`config.mk`:
```
export PLATFORM = sky130hd
export DESIGN_NAME = sliding_window_reorder_receiver
export DESIGN_NICKNAME = d
export VERILOG_FILES = /design/src/swrr_pkg.sv /design/src/swrr_slot_store.sv /design/src/sliding_window_reorder_receiver.sv
export VERILOG_INCLUDE_DIRS = /design/src /design/src/src
export SDC_FILE = /design/constraint.sdc
export NUM_CORES = 1
export LEC_CHECK = 0
export ABC_AREA = 1
export BUFFER_PORTS_ARGS = -buffer_cell sky130_fd_sc_hd__clkbuf_2
export CAP_MARGIN = 20
export CORE_AREA = 2 2 231 233
export DETAILED_ROUTE_END_ITERATION = 10
export DIE_AREA = 0 0 233 235
export GPL_TIMING_DRIVEN = 0
export PLACE_DENSITY = 0.84
export SLEW_MARGIN = 20
export SYNTH_ARGS = -nofsm -noshare
export SYNTH_HDL_FRONTEND = slang
export SYNTH_SLANG_ARGS = --single-unit
```
`constraint.sdc`:
```
create_clock -name clk -period 7.6 [get_ports clk]
set_input_delay 0.76 -clock clk [delete_from_list [all_inputs] [get_ports clk]]
set_output_delay 0.76 -clock clk [all_outputs]
set_load 0.01 [all_outputs]
```
`src/sliding_window_reorder_receiver_macros.svh`:
```
// Assertion macros shared by the sliding window reorder receiver RTL.
`ifndef SLIDING_WINDOW_REORDER_RECEIVER_MACROS_SVH
`define SLIDING_WINDOW_REORDER_RECEIVER_MACROS_SVH

`ifndef SYNTHESIS

// Same-cycle implication, checked on every rising clock edge outside reset.
`define SWRR_ASSERT_IMP(label, clk, rst, cond, conseq, msg) \
  label: assert property (@(posedge clk) disable iff (rst) (cond) |-> (conseq)) \
    else $error(msg);

// Next-cycle implication, checked on every rising clock edge outside reset.
`define SWRR_ASSERT_NEXT(label, clk, rst, cond, conseq, msg) \
  label: assert property (@(posedge clk) disable iff (rst) (cond) |=> (conseq)) \
    else $error(msg);

`else

`define SWRR_ASSERT_IMP(label, clk, rst, cond, conseq, msg)
`define SWRR_ASSERT_NEXT(label, clk, rst, cond, conseq, msg)

`endif

`endif

```
`src/swrr_pkg.sv`:
```
// Types and constants of the sliding window reorder receiver.
package swrr_pkg;

  localparam int unsigned SEQ_SPACE = 8;
  localparam int unsigned SEQ_BITS  = 3;

  // At most this many slots are delivered for one item.
  localparam logic [SEQ_BITS-1:0] MAX_DELIV = 3'd7;

  localparam logic [2:0] WINDOW_SIZE_RESET = 3'd4;

  localparam logic KIND_DELIVER = 1'b0;
  localparam logic KIND_ACK     = 1'b1;

  localparam logic signed [8:0] ECHO_REJECT = -9'sd1;

  typedef enum logic [2:0] {
    S_IDLE,
    S_CHECK,
    S_READ,
    S_DELIV,
    S_ACK
  } state_t;

  typedef struct packed {
    logic                we;
    logic [SEQ_BITS-1:0] waddr;
    logic                rd_en;
    logic                clr;
    logic [SEQ_BITS-1:0] raddr;
  } store_ctrl_t;

endpackage

```
`src/swrr_slot_store.sv`:
```
// Slot payload memory and slot valid bits of the reorder window.
module swrr_slot_store #(
  parameter int unsigned PAYLOAD_BITS = 64
) (
  input  logic                                 clk,
  input  logic                                 rst,
  input  swrr_pkg::store_ctrl_t                ctrl,
  input  logic [PAYLOAD_BITS-1:0]              wdata,
  output logic [PAYLOAD_BITS-1:0]              rdata,
  output logic [swrr_pkg::SEQ_SPACE-1:0]       slot_valid
);

  logic [PAYLOAD_BITS-1:0] mem [swrr_pkg::SEQ_SPACE];

  always_ff @(posedge clk) begin
    if (ctrl.we) begin
      mem[ctrl.waddr] <= wdata;
    end
    if (ctrl.rd_en) begin
      rdata <= mem[ctrl.raddr];
    end
  end

  // A write and a clear never fall in the same cycle.
  always_ff @(posedge clk) begin
    if (rst) begin
      slot_valid <= '0;
    end else begin
      if (ctrl.we) begin
        slot_valid[ctrl.waddr] <= 1'b1;
      end
      if (ctrl.clr) begin
        slot_valid[ctrl.raddr] <= 1'b0;
      end
    end
  end

endmodule

```
`src/sliding_window_reorder_receiver.sv`:
```
// Top level of the sliding window reorder receiver.
//
// Receiver half of a selective-repeat link. Each input item is one packet: a
// checksum flag, a 3-bit sequence number, an 8-bit echo number and a payload
// word. A packet with a good checksum whose sequence number lies fewer than
// window_size slots ahead of the window base (modulo 8) is stored in its slot;
// then the marked slots from the base onward are delivered in order as items
// of kind 0, up to seven per packet, and the base moves past each of them.
// Every packet ends with exactly one acknowledgement item of kind 1 with last
// set, carrying the new base and the echo number, or -1 as echo when the
// packet was rejected. A packet passes a check state, if stored then read
// states and one delivery state per drained slot, then an acknowledge state,
// which output stalls hold as they do delivery. The sequencer walks the slots
// one at a time through a single 3-bit adder (window offset and base
// increment) and a slot memory with a registered read port. in_ready is high
// only while no packet is being worked on. The output register lets the last
// acknowledgement wait for out_ready while the next packet is already taken.
// window_size may be written through cfg_we/cfg_data only while the block
// is idle; its reset value is 4. The slot valid bits are cleared by reset.
`include "sliding_window_reorder_receiver_macros.svh"

module sliding_window_reorder_receiver #(
  parameter int unsigned PAYLOAD_BITS = 64
) (
  input  logic                clk,
  input  logic                rst,

  input  logic                cfg_we,
  input  logic [2:0]          cfg_data,

  input  logic                in_valid,
  output logic                in_ready,
  input  logic                checksum_ok,
  input  logic [2:0]          seq_num,
  input  logic [7:0]          echo_num,
  input  logic [63:0]         payload,

  output logic                out_valid,
  input  logic                out_ready,
  output logic                kind,
  output logic [63:0]         out_payload,
  output logic [2:0]          ack_base,
  output logic signed [8:0]   ack_echo,
  output logic                last
);

  swrr_pkg::state_t state, state_next;

  logic [2:0]                           window_size;
  logic [swrr_pkg::SEQ_BITS-1:0]        base;
  logic [swrr_pkg::SEQ_BITS-1:0]        count;

  // Packet held while it is worked on.
  logic                                 pkt_ok;
  logic [swrr_pkg::SEQ_BITS-1:0]        pkt_seq;
  logic [7:0]                           pkt_echo;
  logic [PAYLOAD_BITS-1:0]              pkt_payload;
  logic signed [8:0]                    echo_q;

  logic [PAYLOAD_BITS-1:0]              rdata;
  logic [swrr_pkg::SEQ_SPACE-1:0]       slot_valid;
  swrr_pkg::store_ctrl_t                store_ctrl;

  // The one shared adder: window offset in the check step, base increment
  // when a slot is delivered.
  logic [swrr_pkg::SEQ_BITS-1:0]        add_a, add_b, add_sum;
  logic                                 in_win;
  logic                                 out_free;
  logic                                 load_deliv, load_ack;

  assign add_sum  = add_a + add_b;
  assign in_win   = pkt_ok && (add_sum < window_size);
  assign out_free = !out_valid || out_ready;

  swrr_slot_store #(
    .PAYLOAD_BITS(PAYLOAD_BITS)
  ) u_store (
    .clk        (clk),
    .rst        (rst),
    .ctrl       (store_ctrl),
    .wdata      (pkt_payload),
    .rdata      (rdata),
    .slot_valid (slot_valid)
  );

  // Operands of the shared adder: the distance of the packet ahead of the
  // base while checking, otherwise the base plus one.
  always_comb begin
    if (state == swrr_pkg::S_CHECK) begin
      add_a = pkt_seq;
      add_b = ~base + {{(swrr_pkg::SEQ_BITS-1){1'b0}}, 1'b1};
    end else begin
      add_a = base;
      add_b = {{(swrr_pkg::SEQ_BITS-1){1'b0}}, 1'b1};
    end
  end

  // Next state.
  always_comb begin
    state_next = state;
    case (state)
      swrr_pkg::S_IDLE: begin
        if (in_valid) begin
          state_next = swrr_pkg::S_CHECK;
        end
      end
      swrr_pkg::S_CHECK: begin
        state_next = in_win ? swrr_pkg::S_READ : swrr_pkg::S_ACK;
      end
      swrr_pkg::S_READ: begin
        if (count != swrr_pkg::MAX_DELIV && slot_valid[base]) begin
          state_next = swrr_pkg::S_DELIV;
        end else begin
          state_next = swrr_pkg::S_ACK;
        end
      end
      swrr_pkg::S_DELIV: begin
        if (out_free) begin
          state_next = swrr_pkg::S_READ;
        end
      end
      swrr_pkg::S_ACK: begin
        if (out_free) begin
          state_next = swrr_pkg::S_IDLE;
        end
      end
      default: state_next = swrr_pkg::S_IDLE;
    endcase
  end

  // Sequencer outputs.
  always_comb begin
    in_ready         = 1'b0;
    store_ctrl       = '0;
    store_ctrl.waddr = pkt_seq;
    store_ctrl.raddr = base;
    load_deliv       = 1'b0;
    load_ack         = 1'b0;
    case (state)
      swrr_pkg::S_IDLE: begin
        in_ready = 1'b1;
      end
      swrr_pkg::S_CHECK: begin
        store_ctrl.we = in_win;
      end
      swrr_pkg::S_READ: begin
        store_ctrl.rd_en = (count != swrr_pkg::MAX_DELIV) && slot_valid[base];
      end
      swrr_pkg::S_DELIV: begin
        load_deliv     = out_free;
        store_ctrl.clr = out_free;
      end
      swrr_pkg::S_ACK: begin
        load_ack = out_free;
      end
      default: begin
      end
    endcase
  end

  always_ff @(posedge clk) begin
    if (rst) begin
      state       <= swrr_pkg::S_IDLE;
      window_size <= swrr_pkg::WINDOW_SIZE_RESET;
      base        <= '0;
      count       <= '0;
    end else begin
      state <= state_next;
      if (cfg_we) begin
        window_size <= cfg_data;
      end
      if (state == swrr_pkg::S_CHECK) begin
        count <= '0;
      end
      if (load_deliv) begin
        base  <= add_sum;
        count <= count + {{(swrr_pkg::SEQ_BITS-1){1'b0}}, 1'b1};
      end
    end
  end

  // Packet fields and the echo value of the pending acknowledgement.
  always_ff @(posedge clk) begin
    if (in_valid && in_ready) begin
      pkt_ok      <= checksum_ok;
      pkt_seq     <= seq_num;
      pkt_echo    <= echo_num;
      pkt_payload <= payload[PAYLOAD_BITS-1:0];
    end
    if (state == swrr_pkg::S_CHECK) begin
      echo_q <= in_win ? signed'({1'b0, pkt_echo}) : swrr_pkg::ECHO_REJECT;
    end
  end

  // Output register: loaded with a delivery or an acknowledgement whenever
  // it is empty or being emptied in the same cycle.
  always_ff @(posedge clk) begin
    if (rst) begin
      out_valid <= 1'b0;
    end else if (load_deliv || load_ack) begin
      out_valid <= 1'b1;
    end else if (out_ready) begin
      out_valid <= 1'b0;
    end
  end

  always_ff @(posedge clk) begin
    if (load_deliv) begin
      kind        <= swrr_pkg::KIND_DELIVER;
      out_payload <= 64'(rdata);
      ack_base    <= '0;
      ack_echo    <= '0;
      last        <= 1'b0;
    end else if (load_ack) begin
      kind        <= swrr_pkg::KIND_ACK;
      out_payload <= '0;
      ack_base    <= base;
      ack_echo    <= echo_q;
      last        <= 1'b1;
    end
  end

  // No more than the delivery limit of slots is drained for one packet.
  `SWRR_ASSERT_IMP(a_deliv_limit, clk, rst, state == swrr_pkg::S_DELIV, count != swrr_pkg::MAX_DELIV, "delivery limit exceeded")

  // A delivered slot is cleared in the cycle after it is handed out.
  `SWRR_ASSERT_NEXT(a_slot_cleared, clk, rst, load_deliv, !slot_valid[$past(base)], "delivered slot still marked")

  // The window base moves only when a slot is delivered.
  `SWRR_ASSERT_NEXT(a_base_hold, clk, rst, !load_deliv, $stable(base), "window base moved without delivery")

  // A rejected packet never stores its payload.
  `SWRR_ASSERT_IMP(a_reject_no_store, clk, rst, (state == swrr_pkg::S_CHECK) && !pkt_ok, !store_ctrl.we, "rejected packet written to a slot")

endmodule

```
==> metrics.md, run 1 <==
| Metric | Value |
|---|---|
| Status | finished, final reports clean |
| Area contributors post-synth | edfxtp_1 78%, nor2_1 5.5%, o21ai_0 3.4%, dfxtp_1 2.4%, o2111ai_1 2.0% |
| Net Sw Power | about 2.7 mW |
| Dpl hpwl | between 40 and 50 mm |
| Global-route usage over all layers | 0.251 |
| Maximum vdd drop | 0.000158 V |
| First-iteration detailed-routing DRC count | about 2400 |
| Synth Cell Area | 28000 um2 |
| Postcts setup bufs | 0 |
| Fin. Hold Viols | 0 |
| CTS root buf | clkbuf_16 |
| Cell with the most instances after synthesis | edfxtp_1 |
| Vias in the first global route | 18000 |
| Vias | 17500 |
| R2R Path End | u_store.mem[2][15]$_DFFE_PP_ |
| Clock power frac | 0.341 |
| Total length of routed wires | 69.0 mm |
| TritonCTS clock tree | built |
| Period utilization | 0.716 |
| Setup Crit Path Kind | reg2reg |
| Flop pwr share | 0.533 |
| # IOs | 164 |
| Met1 WL | about 24 mm |
| Sequential share of the synthesized area | 0.802 |
| Avg Cell Area, Syn | 14.7 um2 |
| First-pass iteration count of the detailed router | 8 |
| Worst slew margin | 0.511 |
| Worst Hold Endpoint | pkt_payload[9]$_DFFE_PP_ |
| Power Dens Cells | around 320 nW/um2 |
| Max incr delay on CP | 0.57 ns |
| Largest net degree at the start of global routing | 45 |
| Placed cell area | 30500 um2 |
| H-tree levels | 3 |
| R2r setup slk | 2.16 ns |
| Util after Layout | 0.628 |
| Share of the synthesized area in the top cell type | 0.778 |
| Worst hold path type | in2reg |
| Top FF cell, synth | edfxtp_1 |
| Total grt overflow | 0 |
| Setup Viol. Count Final | 0 |
| FMAX | 184 MHz |
| Net Sw Frac | 0.262 |
| Die H | 235 um |
| Remaining antenna violation count after routing | 0 |
| RSZ-0062 raised after global routing | no |
| First-pass GRT wire length | 103 mm |
| EDFF count, synth | just over 700 |
| Core area | 52200 um2 |
| Clock latency on the worst-skew pair | 0.62 ns |
| Antenna violations before repair | 2 |
| CP arrival | 5.75 ns |
| Synthesis Warnings | 0 |
| Final worst setup slack | about 2.2 ns |
| DR WL met3 | 6.62 mm |
| R2R cell count | 20 |
| # rows | 84 |
| Crit-path most repeated cell | buf_4 |
| Max stage delay cell, worst path | dfxtp_1 |
| Post-synth ARST share | 0 |
| Routed WL per cell | 23.3 um |
| Post-synth cell types | 30 |
| Count of hold-fix buffers inserted at cts | 0 |
| CTS buffer count | 73 |
| Critical-path cell list | buf_4 > buf_2 > buf_2 > nand2_1 > o21ai_0 > ha_1 > inv_1 > fa_1 > xnor2_1 > xor2_1 > inv_1 > ha_1 > a21oi_1 > nand4_4 > nor3_2 > buf_4 > buf_6 > buf_6 > buf_4 > buf_4 |
| HP Start | payload[9] |
| Final Instance Area | 32800 um2 |
| WL met2 | around 35 mm |
| PortBufs | 163 |
| Vias per inst | roughly 5.9 |
| Critical Path RT | around 7.9 ns |
| Comb pwr share | 0.126 |
| Top cells by count, synth | 725 x edfxtp_1, 408 x nor2_1, 189 x o21ai_0, 111 x inv_1, 87 x o21ai_1 |
| Setup crit end kind | register |
| Crit path time final | roughly 5.4 ns |
| Maximum clock path buffer count | 3 |
| Routability Congestion | 0.815 |
| Fillers | 3425 |
| WHS | 0.310 ns |
| Max Slew Vio Count | 0 |
| Clock slew at reported path FFs | 0.06 ns |
| Pint | a little under 8 mW |
| FF+latch count, synth | 759 |
| Post-synthesis cell count | ~1900 |
| Top Metal Used | met4 |
| Starting Density | 0.536 |
| CTS Sinks | 759 |
| Layout cells sized above 1 | 0.187 |
| CP max FO | 10 |
| Start of the worst register-to-register path | base[0]$_SDFFE_PP0P_ |
| Maximum capacitance violations | 0 |
| Critical path startpoint category | register |
| Die Wd | 233 um |
| Drt drc | 0 |
| Worst-margin pin slew | 0.733 ns |
| Synthesized Nets | 2002 |
| Die area | 54800 um2 |
| Leak | approximately 12 nW |
| Clk_skew | 0.0325 ns |
| Cell accounting for the most synthesized area | edfxtp_1 |
| Resized Gates After CTS | 0 |
| Pre-CTS setup slack | 2.28 ns |
| Setup TNS | 0 ns |
| Nets | approximately 2300 |
| Hold Path Cell Cnt | 1 |
| Area Overhead vs Synth | 17.2% |
==> sequential cells by signal, summed over array words and instances (netlist names) <==
signal,count
base,3
ack_echo,9
last,1
u_store.rdata,64
u_store.mem,512
pkt_echo,8
window_size,3
count,3
out_valid,1
echo_q,9
state,3
ack_base,3
out_payload,64
u_store.slot_valid,8
pkt_payload,64
pkt_seq,3
pkt_ok,1
==> worst max-delay path, delay by kind of cell, from the launching register on <==
family,cells,cell delay [ns]
xor gates and xnor gates,2,0.40
and+or+nand+nor,3,0.85
adders and majority gates,3,0.90
AOI/OAI and AO/OA,2,0.42
buffers and inverters,10,1.99
DFF,1,0.57
==> kinds of logic after synthesis <==
family                     count (synthesis)  share of synthesized area
AOI/OAI and AO/OA                        436                     0.0926
DFF                                      759                      0.802
buffers and inverters                    220                     0.0331
and+or+nand+nor                          486                     0.0680
adders and majority gates                  7                    0.00340
xor gates and xnor gates                   3                   0.000939
==> layer usage <==
| layer | vias to the layer above | global-route usage |
|---|---|---|
| met2 | 1222 | 0.425 |
| met1 | 8496 | 0.310 |
| met4 | 0 | 0.134 |
| met5 | - | 0 |
| met3 | 259 | 0.0402 |
| li1 | 7550 | - |
==> cell usage in the layout, fill, tap and decap left out, drive strengths merged <==
cell / count
a211oi: 1
a21oi: 27
a31oi: 1
buf: 128
bufinv: 5
clkbuf: 295
clkinv: 22
clkinvlp: 1
dfxtp: 34
diode: 2
edfxtp: 725
fa: 1
ha: 6
inv: 124
nand2: 43
nand3: 12
nand4: 1
nor2: 411
nor3: 10
o2111ai: 63
o211ai: 1
o21a: 63
o21ai: 276
o31ai: 4
or2: 9
xnor2: 2
xor2: 1
==> cell type report <==
class                      count  area (um2)  share of cell area
antenna                        2        5.00            0.000152
buffer                       100         477              0.0145
clock buffer                  99        2020              0.0615
clock inverter                32         328             0.00999
inverter                     120         453              0.0138
multi-input combinational    932        4680               0.143
sequential                   759       22500               0.684
tap                          688         861              0.0262
timing repair buffer         224        1550              0.0472
==> how the worst max path moves through the flow <==
stage	start	endpoint	slack, ns	cells after the start
detailed placement	base[0]$_SDFFE_PP0P_	u_store.mem[2][21]$_DFFE_PP_	2.28	19
floorplan	base[0]$_SDFFE_PP0P_	u_store.mem[6][0]$_DFFE_PP_	-0.18	14
CTS	base[0]$_SDFFE_PP0P_	u_store.mem[2][15]$_DFFE_PP_	2.20	20
global placement	base[0]$_SDFFE_PP0P_	u_store.mem[4][21]$_DFFE_PP_	-4.82	15
finish	base[0]$_SDFFE_PP0P_	u_store.mem[2][15]$_DFFE_PP_	2.16	20
global route	base[0]$_SDFFE_PP0P_	u_store.mem[2][14]$_DFFE_PP_	2.01	20
==> per-stage QoR <==
| stage | instances | power (mW) |
|---|---|---|
| after floorplan | 1911 | 6.29 |
| after global placement | 2762 | 6.83 |
| after detailed placement | 2823 | 6.95 |
| after CTS | 2954 | 10.5 |
| after global routing | 2956 | 10.8 |
| final | 2956 | 10.5 |
==> power by group through the flow <==
stage	clock network, mW	logic [mW]	registers, mW
4_1_cts	3.59	1.32	5.57
2_1_floorplan	0	0.642	5.65
6_report	3.57	1.32	5.59
3_5_place_dp	0	1.30	5.65
5_1_grt	3.76	1.42	5.62
3_3_place_gp	0	1.13	5.70
No activity file was read; power rests on OpenSTA's default activity.
==> inputs of run 2 (changes only) <==
--- a/config.mk
+++ b/config.mk
@@ -6,14 +6,14 @@
 export SDC_FILE = /design/constraint.sdc
 export NUM_CORES = 1
 export LEC_CHECK = 0
-export ABC_AREA = 1
+export ABC_AREA = 0
 export BUFFER_PORTS_ARGS = -buffer_cell sky130_fd_sc_hd__clkbuf_2
 export CAP_MARGIN = 20
-export CORE_AREA = 2 2 231 233
+export CORE_AREA = 2 2 221 223
 export DETAILED_ROUTE_END_ITERATION = 10
-export DIE_AREA = 0 0 233 235
+export DIE_AREA = 0 0 223 225
 export GPL_TIMING_DRIVEN = 0
-export PLACE_DENSITY = 0.84
+export PLACE_DENSITY = 0.87
 export SLEW_MARGIN = 20
 export SYNTH_ARGS = -nofsm -noshare
 export SYNTH_HDL_FRONTEND = slang
==> constraint.sdc (replaced) <==
create_clock -name clk -period 5.55 [get_ports clk]
set_input_delay 0.555 -clock clk [delete_from_list [all_inputs] [get_ports clk]]
set_output_delay 0.555 -clock clk [all_outputs]
set_load 0.01 [all_outputs]
==> run 2 against run 1 <==
  * Clock power increased by 36%
  * Critical path depth decreased by 2
  * Critical path type unchanged
  * Sequential power increased by 19%
  * Sequential cell count unchanged
==> metrics.md, run 2 <==
| Metric | Value |
|---|---|
| Nets | 1650 (was 2301) |
| Power Dens Cells | 367 nW/um2 (was 319 nW/um2) |
| Net Sw Frac | 0.209 (was 0.262) |
| Max incr delay on CP | 0.48 ns (was 0.57 ns) |
| Total length of routed wires | 64.2 mm (was 69.0 mm) |
| TritonCTS clock tree | built (unchanged) |
| Maximum capacitance violations | 0 (unchanged) |
| Critical-path cell list | buf_4 > or3b_4 > clkinvlp_4 > nand2_1 > o21ai_0 > ha_1 > inv_1 > fa_1 > xor2_1 > xnor2_1 > ha_1 > nand2_1 > o2111a_1 > clkbuf_1 > nand3_1 > nor2_4 > buf_16 > buf_12 (was buf_4 > buf_2 > buf_2 > nand2_1 > o21ai_0 > ha_1 > inv_1 > fa_1 > xnor2_1 > xor2_1 > inv_1 > ha_1 > a21oi_1 > nand4_4 > nor3_2 > buf_4 > buf_6 > buf_6 > buf_4 > buf_4) |
| Core area | 47500 um2 (was 52200 um2) |
| PortBufs | 163 (unchanged) |
| # IOs | 164 (unchanged) |
| Vias | 14100 (was 17500) |
| Status | finished, final reports clean (unchanged) |
| Period utilization | 0.942 (was 0.716) |
| Synthesis Warnings | 0 (unchanged) |
| Most frequent cells in the layout | 725 x edfxtp_1, 163 x clkbuf_2, 129 x mux4_2, 77 x clkbuf_16 (was 725 x edfxtp_1, 404 x nor2_1, 189 x o21ai_0, 163 x clkbuf_2, 110 x inv_1) |
| H-tree levels | 3 (unchanged) |
| Clk_skew | 0.0207 ns (was 0.0325 ns) |
| Layout cells sized above 1 | 0.350 (was 0.187) |
| Remaining antenna violation count after routing | 0 (unchanged) |
| Crit path time final | 5.23 ns (was 5.44 ns) |
| Top FF cell, synth | edfxtp_1 (unchanged) |
| CP Buf/Inv Count | 6 (was 10) |
| Count of hold-fix buffers inserted at cts | 0 (unchanged) |
| Critical path startpoint category | register (unchanged) |
| Fin. Hold Viols | 0 (unchanged) |
| Vias per inst | 6.30 (was 5.93) |
| Post-synth cell types | 49 (was 30) |
| Net Sw Power | 2.52 mW (was 2.74 mW) |
| WHS | 0.126 ns (was 0.310 ns) |
| Placed cell area | 30400 um2 (was 30500 um2) |
| Post-synth ARST share | 0 (unchanged) |
| Worst slew margin | 0.251 (was 0.511) |
| First-pass GRT wire length | 93.9 mm (was 103 mm) |
| EDFF count, synth | 725 (unchanged) |
| Die area | 50200 um2 (was 54800 um2) |
| Clock slew at reported path FFs | 0.06 ns (about the same) |
| Total Power | 12.0 mW (was 10.5 mW) |
| Routed WL per cell | 28.8 um (was 23.3 um) |
| Antenna violations before repair | 3 (was 2) |
| Fillers | 2681 (was 3425) |
| CTS Sinks | 759 (unchanged) |
| CTS root buf | clkbuf_16 (unchanged) |
| Critical Path RT | 5.84 ns (was 7.91 ns) |
| CP top delay family | simple AND/OR/NAND/NOR gates (was buffers and inverters) |
| Flop pwr share | 0.554 (was 0.533) |
| Area of the multi-input gates | 5110 um2 (was 4680 um2) |
| Area Overhead vs Synth | 17.6% (was 17.2%) |
| Max reg flops | 512 (unchanged) |
| Top cells by count, synth | 725 x edfxtp_1, 129 x mux4_2, 64 x and3_1, 64 x mux2_2, 36 x clkbuf_1 (was 725 x edfxtp_1, 408 x nor2_1, 189 x o21ai_0, 111 x inv_1, 87 x o21ai_1) |
| Final Non-Filler Cells | 2232 (was 2956) |
| Setup TNS | 0 ns (unchanged) |
| Setup crit end kind | register (unchanged) |
| RSZ-0062 raised after global routing | no (unchanged) |
| Comb pwr share | 0.044 (was 0.126) |
| Largest net degree at the start of global routing | 25 (was 45) |
| First-pass iteration count of the detailed router | 7 (was 8) |
| DP Cell Count | 2096 (was 2823) |
| Share of the synthesized area in the top cell type | 0.781 (was 0.778) |
| Most common cell after layout, fill and taps aside | edfxtp_1 (unchanged) |
| Dpl hpwl | 39.0 mm (was 43.5 mm) |
| Cell accounting for the most synthesized area | edfxtp_1 (unchanged) |
| CP arrival | 5.52 ns (was 5.75 ns) |
| Cell with the most instances after synthesis | edfxtp_1 (unchanged) |
| Starting Density | 0.586 (was 0.536) |
| Synthesized Nets | 1344 (was 2002) |
| Area contributors post-synth | edfxtp_1 78%, mux4_2 10%, mux2_2 2.6%, dfxtp_1 2.4%, and3_1 1.4% (was edfxtp_1 78%, nor2_1 5.5%, o21ai_0 3.4%, dfxtp_1 2.4%, o2111ai_1 2.0%) |
| Clock power frac | 0.402 (was 0.341) |
| CTS buffer count | 73 (unchanged) |
| # rows | 80 (was 84) |
| FF+latch count, synth | 759 (unchanged) |
| FMAX | 191 MHz (was 184 MHz) |
| Pint | 9.52 mW (was 7.74 mW) |
| Max stage delay cell, worst path | nor2_4 (was dfxtp_1) |
| Sequential share of the synthesized area | 0.806 (was 0.802) |
| Vias in the first global route | 14500 (was 18000) |
| Setup Viol. Count Final | 0 (unchanged) |
| Die H | 225 um (was 235 um) |
| Drt drc | 0 (unchanged) |
| Max Slew Vio Count | 0 (unchanged) |
| Leak | 11.0 nW (was 11.7 nW) |
| Worst-margin pin slew | 1.12 ns (was 0.733 ns) |
| Synth Cell Area | 27900 um2 (was 28000 um2) |
| Setup Crit Path Kind | reg2reg (unchanged) |
| Maximum clock path buffer count | 3 (unchanged) |
| Final Instance Area | 32800 um2 (about the same) |
| First-iteration detailed-routing DRC count | 1832 (was 2366) |
| CP max FO | 19 (was 10) |
| Routability Congestion | 0.855 (was 0.815) |
| Global-route usage over all layers | 0.260 (was 0.251) |
| Avg Cell Area, Syn | 22.2 um2 (was 14.7 um2) |
| Most flop-heavy register | u_store.mem (unchanged) |
| Total grt overflow | 0 (unchanged) |
| Post-synthesis cell count | 1253 (was 1911) |
| Worst hold path type | in2reg (unchanged) |
| Clock latency on the worst-skew pair | 0.60 ns (was 0.62 ns) |
| Register area | 22500 um2 (unchanged) |
| Die Wd | 223 um (was 233 um) |
| Maximum vdd drop | 0.000220 V (was 0.000158 V) |
==> run 2: final timing paths <==
check	startpoint	end	slack [ns]	depth (start not counted)
worst max register to register	state[1]$_SDFFE_PP0P_	u_store.mem[5][13]$_DFFE_PP_	0.32	18
worst min-delay path	payload[22]	pkt_payload[22]$_DFFE_PP_	0.13	1
worst max-delay path	state[1]$_SDFFE_PP0P_	u_store.mem[5][13]$_DFFE_PP_	0.32	18
worst min register to register	ack_echo[3]$_SDFFE_PP0P_	ack_echo[3]$_SDFFE_PP0P_	0.47	2
==> run 2: layout make-up <==
| cell class | count | area share |
|---|---|---|
| diodes | 2 | 0.000153 |
| multi-input cells | 414 | 0.156 |
| inverters | 12 | 0.00149 |
| repair buffers | 232 | 0.0521 |
| clock buffers | 101 | 0.0619 |
| clock inverters | 30 | 0.00856 |
| plain buffers | 67 | 0.0109 |
| well taps | 615 | 0.0235 |
| flip-flops and latches | 759 | 0.685 |
==> run 2: what timing repair did <==
action | 4_1_cts | 5_1_grt
endpoints found under the setup margin | 0 | 128
buffers inserted | 0 | 4
gates resized for setup | 0 | 1
==> run 2: worst register-to-register path: cells and delay by family (launching register included) <==
kind	cells	cell delay [ns]
and+or+nand+nor	5	1.50
DFF	1	0.30
xor gates and xnor gates	2	0.37
buffers and inverters	6	1.43
adders and majority gates	3	0.90
AOI/OAI and AO/OA	2	0.42
==> run 2: metal layers <==
layer | vias up | wire length (um) | GRT usage | part of all wire
met5 | - | 13 | 0 | 0.00020
met1 | 7199 | 23600 | 0.338 | 0.37
met3 | 190 | 5500 | 0.0523 | 0.086
li1 | 5764 | - | - | -
met2 | 909 | 32700 | 0.436 | 0.51
met4 | 2 | 2370 | 0.109 | 0.037
==> run 2: logic make-up after synthesis <==
family | count (synthesis) | share of synthesized area
buf+inv | 80 | 0.0146
simple gates | 158 | 0.0326
xor+xnor | 4 | 0.00126
fa+ha+maj | 7 | 0.00341
compound gates | 48 | 0.0109
flops | 759 | 0.806
mux | 197 | 0.132
==> run 2: metrics by stage <==
stage               setup WS [ns]   util
floorplan                   -1.45      -
global placement            -5.28  0.620
detailed placement          0.112  0.640
CTS                        0.0500  0.688
global route               0.0918  0.689
finish                      0.320  0.689
==> run 2: power groups by stage <==
| stage | Combinational (mW) | Sequential, mW | Clock, mW |
|---|---|---|---|
| 5_1_grt | 0.559 | 6.69 | 5.08 |
| 3_3_place_gp | 0.437 | 6.78 | 0 |
| 3_5_place_dp | 0.514 | 6.78 | 0 |
| 6_report | 0.524 | 6.67 | 4.84 |
| 2_1_floorplan | 0.239 | 6.77 | 0 |
| 4_1_cts | 0.524 | 6.67 | 4.89 |
